--- config.mk ---
export PLATFORM = sky130hd
export DESIGN_NAME = qmr_queue
export DESIGN_NICKNAME = d
export VERILOG_FILES = /design/src/hw/rtl/qmr_pkg.sv /design/src/hw/rtl/qmr_queue.sv
export VERILOG_INCLUDE_DIRS = /design/src /design/src/hw/rtl
export SDC_FILE = /design/constraint.sdc
export NUM_CORES = 1
export LEC_CHECK = 0
export ABC_CLOCK_PERIOD_IN_PS = 14700
export BUFFER_PORTS_ARGS = -buffer_cell sky130_fd_sc_hd__buf_2
export CORE_ASPECT_RATIO = 0.6
export CORE_MARGIN = 3
export CORE_UTILIZATION = 49
export DETAILED_ROUTE_END_ITERATION = 12
export PLACE_DENSITY = 0.75
export RECOVER_POWER = 25
export SETUP_SLACK_MARGIN = 0.02
export SLEW_MARGIN = 10
export SYNTH_ARGS = -nofsm -noshare
export SYNTH_HDL_FRONTEND = slang
export SYNTH_SLANG_ARGS = --single-unit
--- constraint.sdc ---
create_clock -name clk -period 14.7 [get_ports clk]
set_input_delay 2.205 -clock clk [delete_from_list [all_inputs] [get_ports clk]]
set_output_delay 2.205 -clock clk [all_outputs]
set_load 0.02 [all_outputs]
--- src/hw/rtl/quaternion_multiply_rotate_macros.svh ---
// assertion macros shared by the quaternion block
`ifndef QUATERNION_MULTIPLY_ROTATE_MACROS_SVH
`define QUATERNION_MULTIPLY_ROTATE_MACROS_SVH

`ifndef SYNTHESIS
// same-cycle implication
`define QMR_ASSERT(label, clk, rst, ante, cons) \
  label: assert property (@(posedge clk) disable iff (rst) (ante) |-> (cons)) \
    else $error("qmr check failed");
// next-cycle implication
`define QMR_ASSERT_NEXT(label, clk, rst, ante, cons) \
  label: assert property (@(posedge clk) disable iff (rst) (ante) |=> (cons)) \
    else $error("qmr check failed");
`else
`define QMR_ASSERT(label, clk, rst, ante, cons)
`define QMR_ASSERT_NEXT(label, clk, rst, ante, cons)
`endif

`endif

--- src/hw/rtl/qmr_pkg.sv ---
`timescale 1ns / 1ps

package qmr_pkg;

  localparam int FRAC_BITS   = 14;
  localparam int COMP_W      = 16;
  localparam int OPND_W      = COMP_W + 1;
  localparam int PROD_W      = 2 * OPND_W;
  localparam int SUM_W       = PROD_W + 2;
  localparam int QUEUE_DEPTH = 2;
  localparam int QPTR_W      = (QUEUE_DEPTH > 1) ? $clog2(QUEUE_DEPTH) : 1;
  localparam int QCNT_W      = $clog2(QUEUE_DEPTH + 1);

  typedef enum logic {
    OP_PRODUCT = 1'b0,
    OP_ROTATE  = 1'b1
  } op_t;

  typedef logic signed [COMP_W-1:0] comp_t;
  typedef logic signed [OPND_W-1:0] opnd_t;

  // one decoded item as it sits in the queue
  typedef struct packed {
    op_t   op;
    comp_t ax;
    comp_t ay;
    comp_t az;
    comp_t aw;
    comp_t bx;
    comp_t by;
    comp_t bz;
    comp_t bw;
  } item_t;

  // data that rides along the product pipeline
  typedef struct packed {
    op_t   op;
    comp_t ax;
    comp_t ay;
    comp_t az;
    comp_t aw;
    comp_t tx;
    comp_t ty;
    comp_t tz;
    comp_t tw;
    logic  tsat;
  } side_t;

endpackage

--- src/hw/rtl/qmr_queue.sv ---
`timescale 1ns / 1ps
`include "quaternion_multiply_rotate_macros.svh"

module qmr_queue import qmr_pkg::*; (
  input  logic  clk,
  input  logic  rst,
  input  logic  push,
  input  item_t push_item,
  output logic  full,
  output logic  pop,
  output item_t pop_item
);

  item_t              entry [QUEUE_DEPTH];
  logic [QPTR_W-1:0]  wr_ptr;
  logic [QPTR_W-1:0]  rd_ptr;
  logic [QCNT_W-1:0]  count;
  logic [QCNT_W-1:0]  count_next;

  // the back end never stalls, so the head leaves whenever present
  assign pop      = (count != '0);
  assign full     = (count == QCNT_W'(QUEUE_DEPTH));
  assign pop_item = entry[rd_ptr];

  always_comb begin
    count_next = count;
    if (push && !pop) begin
      count_next = count + QCNT_W'(1);
    end else if (pop && !push) begin
      count_next = count - QCNT_W'(1);
    end
  end

  always_ff @(posedge clk) begin
    if (rst) begin
      wr_ptr <= '0;
      rd_ptr <= '0;
      count  <= '0;
    end else begin
      count <= count_next;
      if (push) begin
        wr_ptr <= (wr_ptr == QPTR_W'(QUEUE_DEPTH - 1)) ? '0 : wr_ptr + QPTR_W'(1);
      end
      if (pop) begin
        rd_ptr <= (rd_ptr == QPTR_W'(QUEUE_DEPTH - 1)) ? '0 : rd_ptr + QPTR_W'(1);
      end
    end
  end

  always_ff @(posedge clk) begin
    if (push) begin
      entry[wr_ptr] <= push_item;
    end
  end

  `QMR_ASSERT(a_cnt_bound, clk, rst, 1'b1, count <= QCNT_W'(QUEUE_DEPTH))
  `QMR_ASSERT(a_no_push_full, clk, rst, push, !full)
  `QMR_ASSERT_NEXT(a_pop_drains, clk, rst, pop && !push, count == $past(count) - QCNT_W'(1))

endmodule

==> results.sh <==
export IMPL_postCtsResizedCells=0
export IMPL_finalHoldViolCount=0
export IMPL_place_congestion=0.780
export IMPL_crit_required_ns=12.49
export IMPL_hp_class="flop to flop"
export IMPL_ys_seq_area_frac=0.821
export IMPL_cts_sinks=263
export IMPL_clock_root_buffer="clkbuf_16"
export IMPL_final_common_cell="edfxtp_1"
export IMPL_viasPerCell=5.03
export IMPL_cts_setup_buffers=0
export IMPL_htreeDepth=1
export IMPL_drt_drc_violations_left=0
export IMPL_rrSetupSlack_ns=11.79
export IMPL_grt_pass1_vias=5224
export IMPL_crit_fanout=80
export IMPL_first_pass_iters=4
export IMPL_ys_types=16
export IMPL_clockBufferDepth=3
export IMPL_max_cap_viol_count=0
export IMPL_vias=4924
export IMPL_synth_avg_cell_area_um2=22.6
export IMPL_r2r_cells=3
export IMPL_portBuffers=262
export IMPL_fin_crit_ns=5.12
export IMPL_grt_use_total=0.178
export IMPL_rows=38
export IMPL_tightest_slew_ns=1.11
export IMPL_grt_max_degree=81
export IMPL_post_synth_top_area_cell="edfxtp_1"
export IMPL_netlist_area_leader_share=0.810
export IMPL_tns_ns=0
export IMPL_nFillCells=1310
export IMPL_cts_made_buffers=25
export IMPL_post_drt_wl_per_cell_um=19.5
export IMPL_clock_latency_ns=0.50
export IMPL_drt_total_wl_um=19100
export IMPL_ant_nets=0
export IMPL_start_kind="flop"
export IMPL_status="complete, no violations"
export IMPL_r2r_end="entry[0][98]"
export IMPL_clock_skew_ns=0.00808
export IMPL_cp_arrival_ns=2.91
export IMPL_syn_num_nets=556
export IMPL_synth_area_leaders="edfxtp_1, mux2_2, buf_6"
export IMPL_cp_end_kind="primary output"
export IMPL_ys_warn_count=0
export IMPL_min_from="rd_ptr"
export IMPL_path_clk_slew_ns=0.06
export IMPL_drv_slew=0
export IMPL_coreArea_mm2=0.0186
export IMPL_grt_pass1_wl_um=29500
export IMPL_io_pins=263
export IMPL_power_density_mw_per_mm2=174
export IMPL_start_util=0.514
export IMPL_first_iter_violations=364
export IMPL_ir_worst_vdd_mv=0.0996
export IMPL_layout_cells_most_common_list="edfxtp_1, buf_2, mux2_2"
export IMPL_setup_viol=0
export IMPL_p_leak_nw=4.33
export IMPL_die_area_mm2=0.0213
export IMPL_overflow=0
export IMPL_whs_ns=0.510
export IMPL_endpoint="pop_item[69]"
export IMPL_r2r_start="wr_ptr"
export IMPL_cts_hold_buf=0
export IMPL_netlist_area_mm2=0.00956
export IMPL_worst_setup_path_type="flop to primary output"
export IMPL_cts_tree="built"
export IMPL_fin_crit_sh=0.348
export IMPL_die_height_um=114
export IMPL_grt_setup_unrepaired="false"
export IMPL_ys_ff_latch=263
export IMPL_syn2layout_area_growth_pct=23.8
export IMPL_max_slew_margin_rel=0.259
export IMPL_max_freq_ghz=0.195
export IMPL_die_w_um=186
export IMPL_synth_cells=423
export IMPL_place_hpwl_um=12900
export IMPL_drive_gt1_frac=0.546
export IMPL_layout_nets=835
export IMPL_antenna_found_initial=2
==> through the flow <==
step	power, mW	instances	util	setup slack [ns]	instance area, um^2
floorplan	1.32	423	-	6.27	9560
global placement	1.45	935	0.596	9.74	11100
detailed placement	1.46	935	0.596	9.66	11100
CTS	2.08	978	0.639	9.55	11900
global route	2.15	978	0.636	9.38	11800
finish	2.06	979	0.637	9.58	11800
==> flip-flops by register name, indices dropped and copies added (netlist names), named ones only <==
signal and cells:
entry 258, rd_ptr 1, wr_ptr 1, count 2
==> cell type report <==
class | instances | area, um^2 | share of cell area
Multi-Input combinational cell | 145 | 1570 | 0.132
Sequential cell | 263 | 7850 | 0.663
Clock buffer | 30 | 644 | 0.0545
Clock inverter | 13 | 150 | 0.0127
Tap cell | 260 | 325 | 0.0275
Inverter | 1 | 3.75 | 0.000317
Antenna cell | 1 | 2.50 | 0.000211
Timing Repair Buffer | 266 | 1290 | 0.109
==> power by group <==
part           internal (mW)  total [mW]  switching, mW
combinational          0.220       0.507          0.287
sequential             0.881       0.931         0.0506
clock                  0.365       0.620          0.254
==> critical path, cell delays in order, from the launching register on <==
cell and delay, ns:
dfxtp_4 1.01, buf_4 0.67, mux2_2 0.42, buf_2 0.16
==> kinds of logic (layout without fill, tap and decap cells) <==
group                    after synthesis  in the layout  synth area share
XOR/XNOR                               4              4           0.00367
multiplexers                         129            129             0.152
adder cells (fa/ha/maj)                1              1           0.00131
AND/OR/NAND/NOR                        9              9           0.00484
flip-flops                           263            263             0.821
other                                  0              1                 0
buffers and inverters                 15            310            0.0162
AO/OA/AOI/OAI                          2              2           0.00105
==> cell usage after synthesis <==
cell type,n
edfxtp_1,258
nor2_1,5
and2b_2,1
mux2_2,129
inv_1,1
or3_1,1
dfxtp_1,5
o21ai_0,1
nor2b_1,1
and2_1,1
buf_2,1
xor2_1,3
buf_6,13
ha_1,1
a21oi_1,1
xnor2_1,1
==> layer usage <==
metal | GRT usage | vias up | wire length (um)
met3 | 0.0713 | 22 | 1990
met5 | 0 | - | 20
met4 | 0.0307 | 4 | 213
met1 | 0.237 | 2456 | 8010
met2 | 0.284 | 206 | 8860
li1 | - | 2236 | -
==> worst min path at each step <==
| stage | endpoint | slack (ns) | cells after the start |
|---|---|---|---|
| global placement | count[1] | 0.48 | 2 |
| detailed placement | flop | 0.49 | 2 |
| floorplan | count[1] | 0.46 | 2 |
| CTS | flop | 0.51 | 2 |
| global route | count[1] | 0.55 | 2 |
| finish | flop | 0.51 | 2 |
Note: power is estimated with default switching activity, not from simulation.
